File: config.mk
export PLATFORM = sky130hd
export DESIGN_NAME = stream_first_match_replace
export DESIGN_NICKNAME = d
export VERILOG_FILES = /design/src/design/sfmr_pkg.sv /design/src/design/sfmr_in_skid.sv /design/src/design/sfmr_core.sv /design/src/design/sfmr_out.sv /design/src/design/stream_first_match_replace.sv
export SDC_FILE = /design/constraint.sdc
export NUM_CORES = 1
export LEC_CHECK = 0
export ABC_CLOCK_PERIOD_IN_PS = 7600
export BUFFER_PORTS_ARGS = -buffer_cell sky130_fd_sc_hd__buf_2
export CAP_MARGIN = 20
export CORE_UTILIZATION = 40
export DETAILED_ROUTE_END_ITERATION = 8
export GPL_ROUTABILITY_DRIVEN = 0
export GPL_TIMING_DRIVEN = 0
export HOLD_SLACK_MARGIN = 0.1
export PLACE_DENSITY = 0.54
export SLEW_MARGIN = 10
export SYNTH_ARGS = -nofsm -noshare
export SYNTH_HDL_FRONTEND = slang
export SYNTH_SLANG_ARGS = --single-unit
export TNS_END_PERCENT = 1
File: constraint.sdc
create_clock -name clk -period 7.6 [get_ports clk]
set_input_delay 1.52 -clock clk [delete_from_list [all_inputs] [get_ports clk]]
set_output_delay 1.52 -clock clk [all_outputs]
set_load 0.01 [all_outputs]
File: src/design/sfmr_pkg.sv
`timescale 1ns / 1ps

package sfmr_pkg;

  localparam int PATTERN_MAX     = 8;
  localparam int REPLACEMENT_MAX = 8;
  localparam int WIN_DEPTH       = PATTERN_MAX - 1;
  localparam int BATCH_MAX       = 8;
  localparam int CFG_IDX_W       = 3;
  localparam int CFG_DATA_W      = 64;

  typedef enum logic [CFG_IDX_W-1:0] {
    REG_PATTERN_LENGTH     = 3'd0,
    REG_PATTERN_BYTES      = 3'd1,
    REG_REPLACEMENT_LENGTH = 3'd2,
    REG_REPLACEMENT_BYTES  = 3'd3
  } cfg_reg_t;

  typedef struct packed {
    logic [7:0] data;
    logic       line_end;
  } item_t;

  // effective (saturated) configuration seen by the datapath
  typedef struct packed {
    logic [3:0]  plen;
    logic [63:0] pat;
    logic [3:0]  rlen;
    logic [63:0] repl;
  } cfg_t;

  // all result items caused by one request
  typedef struct packed {
    logic [BATCH_MAX-1:0][7:0] bytes;
    logic [3:0]                count;
    logic                      bare;
    logic                      line_end;
  } batch_t;

  function automatic logic [3:0] eff_plen(input logic [3:0] len);
    logic [3:0] r;
    r = len;
    if (len == 4'd0) r = 4'd1;
    else if (len > 4'(PATTERN_MAX)) r = 4'(PATTERN_MAX);
    return r;
  endfunction

  function automatic logic [3:0] eff_rlen(input logic [3:0] len);
    logic [3:0] r;
    r = len;
    if (len > 4'(REPLACEMENT_MAX)) r = 4'(REPLACEMENT_MAX);
    return r;
  endfunction

endpackage

File: src/design/sfmr_in_skid.sv
`timescale 1ns / 1ps

module sfmr_in_skid (
  input  logic            clk,
  input  logic            rst_n,
  input  logic            in_valid,
  output logic            in_ready,
  input  sfmr_pkg::item_t in_item,
  input  logic            take,
  output logic            p_valid,
  output sfmr_pkg::item_t p_item
);
  import sfmr_pkg::*;

  logic  p_valid_r, s_valid_r;
  item_t p_r, s_r;
  logic  in_fire, p_free;

  assign in_ready = !s_valid_r;
  assign in_fire  = in_valid && in_ready;
  assign p_free   = !p_valid_r || take;
  assign p_valid  = p_valid_r;
  assign p_item   = p_r;

  always_ff @(posedge clk) begin
    if (!rst_n) begin
      p_valid_r <= 1'b0;
      s_valid_r <= 1'b0;
    end else if (p_free) begin
      if (s_valid_r) begin
        p_valid_r <= 1'b1;
        s_valid_r <= 1'b0;
      end else begin
        p_valid_r <= in_fire;
      end
    end else if (in_fire) begin
      s_valid_r <= 1'b1;
    end
  end

  always_ff @(posedge clk) begin
    if (p_free) begin
      p_r <= s_valid_r ? s_r : in_item;
    end else if (in_fire) begin
      s_r <= in_item;
    end
  end

  // skid slot only fills behind an occupied main slot
  a_skid_behind_main: assert property (@(posedge clk) disable iff (!rst_n)
    s_valid_r |-> p_valid_r)
    else $error("skid entry without main entry");

endmodule

File: src/design/sfmr_core.sv
`timescale 1ns / 1ps

module sfmr_core (
  input  logic             clk,
  input  logic             rst_n,
  input  logic             load,
  input  sfmr_pkg::item_t  item,
  input  sfmr_pkg::cfg_t   cfg,
  output sfmr_pkg::batch_t batch
);
  import sfmr_pkg::*;

  logic [WIN_DEPTH-1:0][7:0] win_r, win_nxt;
  logic [2:0]                cnt_r, cnt_nxt;
  logic                      rep_r, rep_nxt;

  logic [BATCH_MAX-1:0][7:0] cand;
  logic [3:0]                n, s, e, k, drop;
  logic                      eq, hit;
  logic [63:0]               shifted;

  always_comb begin
    n = {1'b0, cnt_r} + 4'd1;

    // held bytes followed by the new one
    cand = '0;
    for (int i = 0; i < BATCH_MAX; i++) begin
      cand[i] = item.data;
    end
    for (int i = 0; i < WIN_DEPTH; i++) begin
      if (3'(i) < cnt_r) cand[i] = win_r[i];
    end

    eq = 1'b1;
    for (int i = 0; i < BATCH_MAX; i++) begin
      if (4'(i) < cfg.plen && cand[i] != cfg.pat[8*i +: 8]) eq = 1'b0;
    end
    hit  = !rep_r && (n == cfg.plen) && eq;
    drop = n - cfg.plen + 4'd1;

    // e: bytes emitted now, s: bytes removed from the window
    e = 4'd0;
    s = 4'd0;
    if (rep_r) begin
      e = n;
      s = n;
    end else if (n > cfg.plen) begin
      e = drop;
      s = drop;
    end else if (n == cfg.plen) begin
      if (hit) begin
        e = cfg.rlen;
        s = n;
      end else begin
        e = 4'd1;
        s = 4'd1;
      end
    end

    // at line end the whole window follows the emitted bytes
    k = (item.line_end && !hit) ? n : e;

    batch.line_end = item.line_end;
    batch.bare     = item.line_end && (k == 4'd0);
    batch.count    = batch.bare ? 4'd1 : k;
    if (batch.bare) batch.bytes = '0;
    else if (hit) batch.bytes = cfg.repl;
    else batch.bytes = cand;

    shifted = cand >> {s, 3'b000};
    win_nxt = shifted[WIN_DEPTH*8-1:0];
    cnt_nxt = 3'(n - s);
    rep_nxt = rep_r || hit;
    if (item.line_end) begin
      win_nxt = '0;
      cnt_nxt = 3'd0;
      rep_nxt = 1'b0;
    end
  end

  always_ff @(posedge clk) begin
    if (!rst_n) begin
      win_r <= '0;
      cnt_r <= 3'd0;
      rep_r <= 1'b0;
    end else if (load) begin
      win_r <= win_nxt;
      cnt_r <= cnt_nxt;
      rep_r <= rep_nxt;
    end
  end

  a_line_end_clears: assert property (@(posedge clk) disable iff (!rst_n)
    load && item.line_end |=> cnt_r == 3'd0 && !rep_r)
    else $error("line state not cleared at line end");

  a_no_hold_after_match: assert property (@(posedge clk) disable iff (!rst_n)
    rep_r |-> cnt_r == 3'd0)
    else $error("bytes held after the match");

endmodule

File: src/design/sfmr_out.sv
`timescale 1ns / 1ps

module sfmr_out (
  input  logic             clk,
  input  logic             rst_n,
  input  logic             load,
  input  sfmr_pkg::batch_t batch,
  output logic             free,
  output logic             out_valid,
  input  logic             out_ready,
  output logic [7:0]       out_byte,
  output logic             out_byte_valid,
  output logic             out_line_end
);
  import sfmr_pkg::*;

  logic [BATCH_MAX-1:0][7:0] bytes_r;
  logic [3:0]                cnt_r;
  logic                      bare_r, le_r;
  logic                      out_fire;

  assign out_valid      = cnt_r != 4'd0;
  assign out_fire       = out_valid && out_ready;
  assign free           = (cnt_r == 4'd0) || (cnt_r == 4'd1 && out_ready);
  assign out_byte       = bytes_r[0];
  assign out_byte_valid = !bare_r;
  assign out_line_end   = le_r && (cnt_r == 4'd1);

  always_ff @(posedge clk) begin
    if (!rst_n) begin
      cnt_r <= 4'd0;
    end else if (load) begin
      cnt_r <= batch.count;
    end else if (out_fire) begin
      cnt_r <= cnt_r - 4'd1;
    end
  end

  always_ff @(posedge clk) begin
    if (load) begin
      bytes_r <= batch.bytes;
      bare_r  <= batch.bare;
      le_r    <= batch.line_end;
    end else if (out_fire) begin
      bytes_r <= bytes_r >> 8;
    end
  end

  a_count_range: assert property (@(posedge clk) disable iff (!rst_n)
    cnt_r <= 4'(BATCH_MAX))
    else $error("result count overflow");

  a_bare_alone: assert property (@(posedge clk) disable iff (!rst_n)
    out_valid && bare_r |-> cnt_r == 4'd1 && le_r)
    else $error("bare marker not a lone line end");

endmodule

File: src/design/stream_first_match_replace.sv
`timescale 1ns / 1ps

// stream_first_match_replace
// Edits one line of text per pass: the leftmost occurrence of the pattern
// (1..8 bytes) is replaced by the replacement text (0..8 bytes); later bytes
// of the line pass through unchanged.
// Input channel: in_valid/in_ready with in_byte and in_line_end (last byte).
// Output channel: out_valid/out_ready with out_byte, out_byte_valid and
// out_line_end. A line whose end yields no character gets a bare marker
// (out_byte_valid low, out_line_end high).
// Configuration: cfg_we/cfg_index/cfg_wdata, written while the block is idle.
// Requests are registered in the input buffer, results in the output buffer.
// Throughput: one byte per cycle while out_ready is high; a request that yields k results
// holds the output buffer until all k are taken (a replacement burst or a line-end flush of up
// to 8 bytes), and the input side stalls once its two-entry buffer is full.
// Up to pattern length minus one bytes are held back until they are decided.
// in_ready comes from a register, so no path runs from out_ready to in_ready.
// Reset (synchronous, rst_n low) clears the line state and both buffers and
// sets pattern length 1, all other configuration registers zero.
// A stalled receiver simply holds the current result; nothing is dropped.
module stream_first_match_replace (
  input  logic                               clk,
  input  logic                               rst_n,
  input  logic                               in_valid,
  output logic                               in_ready,
  input  logic [7:0]                         in_byte,
  input  logic                               in_line_end,
  output logic                               out_valid,
  input  logic                               out_ready,
  output logic [7:0]                         out_byte,
  output logic                               out_byte_valid,
  output logic                               out_line_end,
  input  logic                               cfg_we,
  input  logic [sfmr_pkg::CFG_IDX_W-1:0]     cfg_index,
  input  logic [sfmr_pkg::CFG_DATA_W-1:0]    cfg_wdata
);
  import sfmr_pkg::*;

  // configuration registers
  logic [3:0]  plen_r, rlen_r;
  logic [63:0] pat_r, repl_r;
  cfg_t        cfg;

  item_t  in_item, p_item;
  logic   p_valid, out_free, load;
  batch_t batch;

  always_ff @(posedge clk) begin
    if (!rst_n) begin
      plen_r <= 4'd1;
      pat_r  <= '0;
      rlen_r <= 4'd0;
      repl_r <= '0;
    end else if (cfg_we) begin
      case (cfg_reg_t'(cfg_index))
        REG_PATTERN_LENGTH:     plen_r <= cfg_wdata[3:0];
        REG_PATTERN_BYTES:      pat_r  <= cfg_wdata;
        REG_REPLACEMENT_LENGTH: rlen_r <= cfg_wdata[3:0];
        REG_REPLACEMENT_BYTES:  repl_r <= cfg_wdata;
        default: ;  // unknown index: write ignored
      endcase
    end
  end

  // saturate lengths once, ahead of the datapath
  assign cfg.plen = eff_plen(plen_r);
  assign cfg.pat  = pat_r;
  assign cfg.rlen = eff_rlen(rlen_r);
  assign cfg.repl = repl_r;

  assign in_item.data     = in_byte;
  assign in_item.line_end = in_line_end;

  // a held request moves on when the output buffer can take its results
  assign load = p_valid && out_free;

  sfmr_in_skid u_in (
    .clk      (clk),
    .rst_n    (rst_n),
    .in_valid (in_valid),
    .in_ready (in_ready),
    .in_item  (in_item),
    .take     (load),
    .p_valid  (p_valid),
    .p_item   (p_item)
  );

  sfmr_core u_core (
    .clk   (clk),
    .rst_n (rst_n),
    .load  (load),
    .item  (p_item),
    .cfg   (cfg),
    .batch (batch)
  );

  sfmr_out u_out (
    .clk            (clk),
    .rst_n          (rst_n),
    .load           (load),
    .batch          (batch),
    .free           (out_free),
    .out_valid      (out_valid),
    .out_ready      (out_ready),
    .out_byte       (out_byte),
    .out_byte_valid (out_byte_valid),
    .out_line_end   (out_line_end)
  );

  a_bare_is_zero: assert property (@(posedge clk) disable iff (!rst_n)
    out_valid && !out_byte_valid |-> out_byte == 8'd0 && out_line_end)
    else $error("bare marker carries data");

endmodule
Word-level counts from Yosys, hierarchy flattened
Cells that the tools add are included.
{ "totals": {"elab_cells": 145, "register_bits": 286} }
{ "classes": {"reduce_logical": 37, "n_eq_ne": 13, "n_bitwise": 2, "n_mux": 39, "shifts": 1, "add_sub_neg": 5, "order_cmp": 18} }
{ "op_table": {"columns": ["op", "count"], "rows": [
  ["$mux 64", 4],
  ["$ne 8x8->1", 8],
  ["$shr 64x7->56", 1],
  ["$mux 4", 15],
  ["$mux 56", 1],
  ["$mux 8", 7],
  ["$logic_and 1x1->1", 17],
  ["$lt 3x4->1 const A", 4],
  ["$logic_not 4->1", 3],
  ["$mux 1", 10],
  ["$reduce_and 2->1", 5],
  ["$lt 3x3->1 const A", 3],
  ["$mux 9", 1],
  ["$gt 4x4->1 const B", 2],
  ["$lt 1x4->1 const A", 2],
  ["$lt 2x4->1 const A", 2],
  ["$eq 3x2->1 const B", 2],
  ["$lt 1x3->1 const A", 2],
  ["$lt 2x3->1 const A", 2],
  ["$logic_not 1->1", 5],
  ["$add 3x1->4 const B", 1],
  ["$add 4x1->4 const B", 1],
  ["$eq 4x1->1 const B", 1],
  ["$eq 4x4->1", 1],
  ["other kinds (12)", 15]
]} }

Longest topological paths before layout
{ "logic_depth": {"word_depth": 23, "depth_mapped": 23, "ltp_nobuf": 19} }

Hierarchy
A second synthesis with hierarchy kept.
{ "unflattened": {"hier_cells": 1766, "hier_area_um2": 16442.0} }
{ "by_module_without_submodules": {"columns": ["module", "cells_each", "seq_area_each_um2", "area_per_inst_um2", "n_inst"], "rows": [
  ["sfmr_core", 1020, 1201.2, 7422.1, 1],
  ["stream_first_match_replace", 524, 2722.6, 5197.5, 1],
  ["sfmr_out", 186, 2062.0, 3059.2, 1],
  ["sfmr_in_skid", 36, 580.6, 763.2, 1]
]} }

Worst setup path before layout
No wires, ideal clock.
{ "synth_timing": {"kind": "reg2reg", "startpoint": "reg u_core.cnt_r[2]", "endpoint": "reg u_core.cnt_r[2]", "slack_ns": 3.340, "path_stages_with_launch": 24, "period_less_slack_ns": 4.260, "path_buffers": 5, "arrival_time_ns": 4.201, "setup_ns": 0.059, "path_cell_list": "dfxtp_1 -> buf_4 -> buf_6 -> xnor2_1 -> inv_1 -> ha_1 -> nand4_1 -> a211oi_1 -> o211ai_1 -> nor4_1 -> and4bb_2 -> nand4_1 -> or3_1 -> buf_6 -> nand2_4 -> inv_2 -> buf_6 -> buf_2 -> ha_1 -> inv_1 -> fa_1 -> nor3_1 -> o41ai_1 -> and2_1"} }
{ "synth_via": {"elab_chain_len": 19, "elab_cells_between_ends": 49, "cone_classes": "add/sub (4); order compare (8); eq/ne (8); mux (20); reduce/logical (9)"} }
{ "synth_lines": {"columns": ["element", "line_no", "text"], "rows": [
  ["from (decl)", "sfmr_core.sv:14", "logic [2:0] cnt_r, cnt_nxt;"],
  ["from (signal assigned)", "sfmr_core.sv:88", "cnt_r <= cnt_nxt;"],
  ["$lt 1x3->1", "sfmr_core.sv:31", "if (3'(i) < cnt_r) cand[i] = win_r[i];"],
  ["$mux 8", "sfmr_core.sv:31", null],
  ["$ne 8x8->1", "sfmr_core.sv:36", "if (4'(i) < cfg.plen && cand[i] != cfg.pat[8*i +: 8]) eq = 1'b0;"],
  ["$logic_and 1x1->1", "sfmr_core.sv:36", null],
  ["$mux 1 (8 in series)", "sfmr_core.sv:36", null],
  ["$logic_and 1x1->1", "sfmr_core.sv:38", "hit = !rep_r && (n == cfg.plen) && eq;"],
  ["$mux 4", "sfmr_core.sv:51", "if (hit) begin"],
  ["$mux 4", "sfmr_core.sv:50", "end else if (n == cfg.plen) begin"],
  ["$mux 4", "sfmr_core.sv:47", "end else if (n > cfg.plen) begin"],
  ["$mux 4", "sfmr_core.sv:44", "if (rep_r) begin"],
  ["$sub 3x3->3 (*)", "sfmr_core.sv:72", "cnt_nxt = 3'(n - s);"],
  ["$mux 3 (*)", "sfmr_core.sv:74", "if (item.line_end) begin"]
]} }
Every way passes the cells marked *; elsewhere a longest branch is shown, timed or not.
A chain may end at the register's enable or synchronous reset.

Worst setup path after layout
{ "layout_timing": {"startpoint": "reg u_core.cnt_r[0]", "endpoint": "reg u_out.bytes_r[50] (netlist bit) (data pin)"} }
{ "layout_via": {"elab_chain_len": 22, "elab_cells_between_ends": 55, "cone_classes": "add/sub (3); order compare (8); eq/ne (8); mux (23); reduce/logical (13)"} }
{ "layout_lines": {"columns": ["element", "line_no", "text"], "rows": [
  ["$lt 1x3->1", "sfmr_core.sv:31", null],
  ["$mux 8", "sfmr_core.sv:31", null],
  ["$ne 8x8->1", "sfmr_core.sv:36", null],
  ["$logic_and 1x1->1", "sfmr_core.sv:36", null],
  ["$mux 1 (8 in series)", "sfmr_core.sv:36", null],
  ["$logic_and 1x1->1", "sfmr_core.sv:38", null],
  ["$mux 4", "sfmr_core.sv:51", null],
  ["$mux 4", "sfmr_core.sv:50", null],
  ["$mux 4", "sfmr_core.sv:47", null],
  ["$mux 4", "sfmr_core.sv:44", null],
  ["$mux 4", "sfmr_core.sv:61", "k = (item.line_end && !hit) ? n : e;"],
  ["$logic_not 4->1", "sfmr_core.sv:64", "batch.bare = item.line_end && (k == 4'd0);"],
  ["$logic_and 1x1->1", "sfmr_core.sv:64", null],
  ["$mux 64 (*)", "sfmr_core.sv:66", "if (batch.bare) batch.bytes = '0;"],
  ["$mux 64 (*)", "sfmr_out.sv:40", "if (load) begin"],
  ["to (signal assigned)", "sfmr_out.sv:41", "bytes_r <= batch.bytes;"],
  ["to (signal assigned)", "sfmr_out.sv:45", "bytes_r <= bytes_r >> 8;"],
  ["to (decl)", "sfmr_out.sv:17", "logic [BATCH_MAX-1:0][7:0] bytes_r;"]
]} }
Marks and branches as above.

==> reports/results.tsv <==
stage	metric	value	unit
run_status	status	finished with violations	
run_status	failing checks	design-rule violations	
worst_setup_path	start point of the critical path	u_core.cnt_r[0]	
drt	Met2 Wirelength	29100	um
placement	Cell Area, Placed	0.0168	mm^2
global_route	antenna violations before repair	1	
worst_setup_path	r2r setup slk	1.21	ns
power_and_ir_drop	Clock power frac	29.4	%
worst_setup_path	Crit path buffers/inverters	3	
worst_setup_path	Reg-to-Reg End	u_out.bytes_r[50]	
drt	WL final	69000	um
floorplan	Die H	200	um
timing	Slew Viols, Final	0	
floorplan	Starting Density	40.6	%
timing	Setup TNS Final	0	ns
drt	Initial DRC Count	2003	
timing	Fin. Hold Viols	0	
worst_setup_path	crit end category	register	
worst_setup_path	Reg-to-Reg Start	u_core.cnt_r[0]	
finish	final non-filler cell total	2585	
power_and_ir_drop	power density over cell area	326	mW/mm^2
timing	Layout Skew	0.0326	ns
worst_setup_path	top cell family by delay on the critical path	simple AND/OR/NAND/NOR gates	
synth	cells after synthesis	1905	
cts	Post-CTS Setup Bufs	0	
synth	register area share after synthesis	41.9	%
global_route	first-pass GRT wire length	100000	um
floorplan	FP Rows	72	
placement	Port Buffers	92	
finish	area delta synth->final	15.1	%
cts	root buffer cell	clkbuf_16	
floorplan	Ports	93	
cts	# hold bufs at CTS	0	
worst_setup_path	reg2reg path depth	14	
floorplan	Die Wd	200	um
synth	Post-Syn Area	0.0157	mm^2
worst_setup_path	crit path DAT	6.66	ns
power_and_ir_drop	Psw	2270	uW
timing	final count of negative-setup-slack endpoints	0	
cts	Worst-Skew Late Latency	0.57	ns
drt	DR WL met3	8030	um
worst_setup_path	Crit Path Class	reg -> reg	
timing	minimum clock period after layout	6.39	ns
worst_setup_path	capture point of the critical path	u_out.bytes_r[50]	
worst_setup_path	Startpoint Class	register	
global_route	largest net degree at the start of global routing	41	
power_and_ir_drop	Max VDD drop	175	uV
synth	leading register cell type out of synthesis	dfxtp_1	
worst_setup_path	highest cell delay on the worst timing path	0.96	ns
worst_setup_path	Worst Path Required	7.88	ns
run	max cap viols	0	
placement	Post-Place Cells	2520	
finish	nets	2135	
global_route	vias in the first global route	15000	
power_and_ir_drop	combinational share of power	34.7	%
drt	Post-DRT Antenna Nets	0	
global_route	GRT Util Overall	35.0	%
drt	uppermost layer routed	met4	
global_route	grt ovf	0	
finish	ant diodes	0	
floorplan	core area	0.0386	mm^2
synth	number of synthesized flops with an enable pin	84	
worst_setup_path	Crit-path slowest cell	mux2i_1	
power_and_ir_drop	Static Leakage	0.00694	uW
drt	vias post-DR	15900	
timing	Worst-Margin Slew	1.31	ns
timing	final period utilization	84.0	%
synth	syn nets	2000	
synth	asr flop ratio synth	0	%
cts	H-tree levels	2	
worst_setup_path	Crit Path Max Fanout	10	
cts	CTS tree	yes	
timing	RSZ-0062 raised after global routing	false	
placement	hpwl dp	51500	um
finish	layout cells sized above 1	11.8	%
power_and_ir_drop	Seq pwr share	35.9	%
power_and_ir_drop	Int Power	3610	uW
cts	clock slew at reported path FFs	0.06	ns
power_and_ir_drop	Net Sw Frac	38.6	%
timing	max_slew headroom	10.0	%
drt	Via density	6.13	
cts	Bufs on Longest Clock Path	3	
cts	Sink Count	286	
timing	max frequency	0.157	GHz
synth	mean area per synthesized cell	8.23	um^2
drt	routed len/inst	26.7	um
worst_setup_path	critical path, cell by cell	buf_6 -> o21ai_2 -> mux2i_1 -> o2111ai_1 -> or4_4 -> nor4_2 -> or4_1 -> nand3_2 -> a21oi_2 -> mux2i_1 -> and4_1 -> buf_2 -> clkbuf_1 -> o21ai_0	
cts	post-CTS resize count	0	
drt	first drt pass iteration count	9	
worst_setup_path	most used cell, CP	mux2i_1	
synth	synthesis-stage register bit count	286	
synth	yosys warns	0	
finish	post-route cell area	0.0180	mm^2
worst_hold_path	HP Class	reg -> reg	
cts	cts bufs inserted	35	
drt	DRC	3	
drt	WL met1	27500	um
worst_setup_path	WP depth	14	
synth	Distinct cells, synth	85	
floorplan	die area	0.0400	mm^2
## worst min path at each step
stage,startpoint,end,slack (ns),cells past startpoint
final,u_in.p_item[0],u_out.le_r,0.45,0
after global routing,u_in.p_item[0],u_out.le_r,0.45,0
after detailed placement,u_in.p_item[0],u_out.le_r,0.43,0
after floorplan,u_in.p_item[0],u_out.le_r,0.42,0
after CTS,u_in.p_item[0],u_out.le_r,0.45,0
after global placement,u_in.p_item[0],u_out.le_r,0.43,0
## power by group through the flow
stage | combinational, uW | clock [uW] | sequential (uW)
global placement | 1900 | 0 | 2140
detailed placement | 1930 | 0 | 2140
global route | 2150 | 1800 | 2140
finish | 2040 | 1720 | 2110
floorplan | 1190 | 0 | 2090
CTS | 1940 | 1740 | 2110
## metrics by stage
stage	power, uW	util [%]	worst slack [ns]	hold WS (ns)
final	5880	46.7	1.21	0.445
after global routing	6080	46.7	1.10	0.452
after CTS	5780	46.6	1.52	0.448
after detailed placement	4060	43.6	1.51	0.434
after global placement	4040	43.4	1.57	0.433
after floorplan	3280	-	3.34	0.424
## final cells by class
type | instances | area [um^2]
fill | 3906 | 20600
sequential | 286 | 6570
multi-input combinational | 1407 | 8180
clock inverter | 12 | 103
inverter | 54 | 203
buffer | 158 | 726
tap | 518 | 648
timing repair buffer | 98 | 534
clock buffer | 52 | 1070
## placed cells by master, fill, tap and decap left out, drive strengths merged, types with 24 or more instances in the layout
| cell | instances |
|---|---|
| a21oi | 196 |
| buf | 152 |
| clkbuf | 156 |
| dfxtp | 202 |
| edfxtp | 84 |
| inv | 55 |
| mux2i | 85 |
| nand2 | 465 |
| nand3 | 24 |
| nor2 | 63 |
| nor3 | 54 |
| o211ai | 67 |
| o21ai | 94 |
| xor2 | 24 |
## state kept, by name, indices dropped and copies added (netlist names)
name            flops
u_out.bare_r        1
u_out.bytes_r      56
u_in.p_item         9
u_out.le_r          1
rlen_r              4
u_in.s_r            9
plen_r              4
u_out.out_byte      8
u_core.win_r       56
pat_r              64
u_out.cnt_r         4
repl_r             64
u_core.rep_r        1
u_in.p_valid        1
u_in.s_valid_r      1
u_core.cnt_r        3
## per-layer routing
layer,global-route usage (%),up-vias
met5,0,-
met4,20.4,0
met3,10.4,250
met2,51.9,1001
met1,45.1,7562
li1,-,7042
## cells in the mapped netlist, types with 16 or more instances
| cell type | count | area, um^2 |
|---|---|---|
| nand2_1 | 464 | 1740 |
| dfxtp_1 | 202 | 4040 |
| a21oi_1 | 194 | 971 |
| clkbuf_1 | 104 | 390 |
| o21ai_0 | 90 | 450 |
| edfxtp_1 | 84 | 2520 |
| mux2i_1 | 84 | 841 |
| o211ai_1 | 67 | 503 |
| nor2_1 | 63 | 236 |
| nor3_1 | 52 | 260 |
| inv_1 | 51 | 191 |
| buf_2 | 24 | 120 |
| xor2_1 | 24 | 210 |
| nor2b_1 | 23 | 144 |
| nand3_1 | 22 | 110 |
| xnor2_1 | 21 | 184 |
| mux2_2 | 19 | 214 |
| o22ai_1 | 17 | 106 |
| a211oi_1 | 16 | 120 |
## cell families (layout without fill, tap and decap cells)
logic type / count (synthesis) / after routing / synth area share, %
buffers and inverters: 212 / 374 / 5.92
flip-flops: 286 / 286 / 41.9
AND/OR/NAND/NOR: 713 / 713 / 19.9
AO/OA/AOI/OAI: 531 / 531 / 21.7
multiplexers: 104 / 104 / 6.82
XOR/XNOR: 45 / 45 / 2.51
adder cells (fa/ha/maj): 14 / 14 / 1.26
Power figures use the tool's default switching activity.
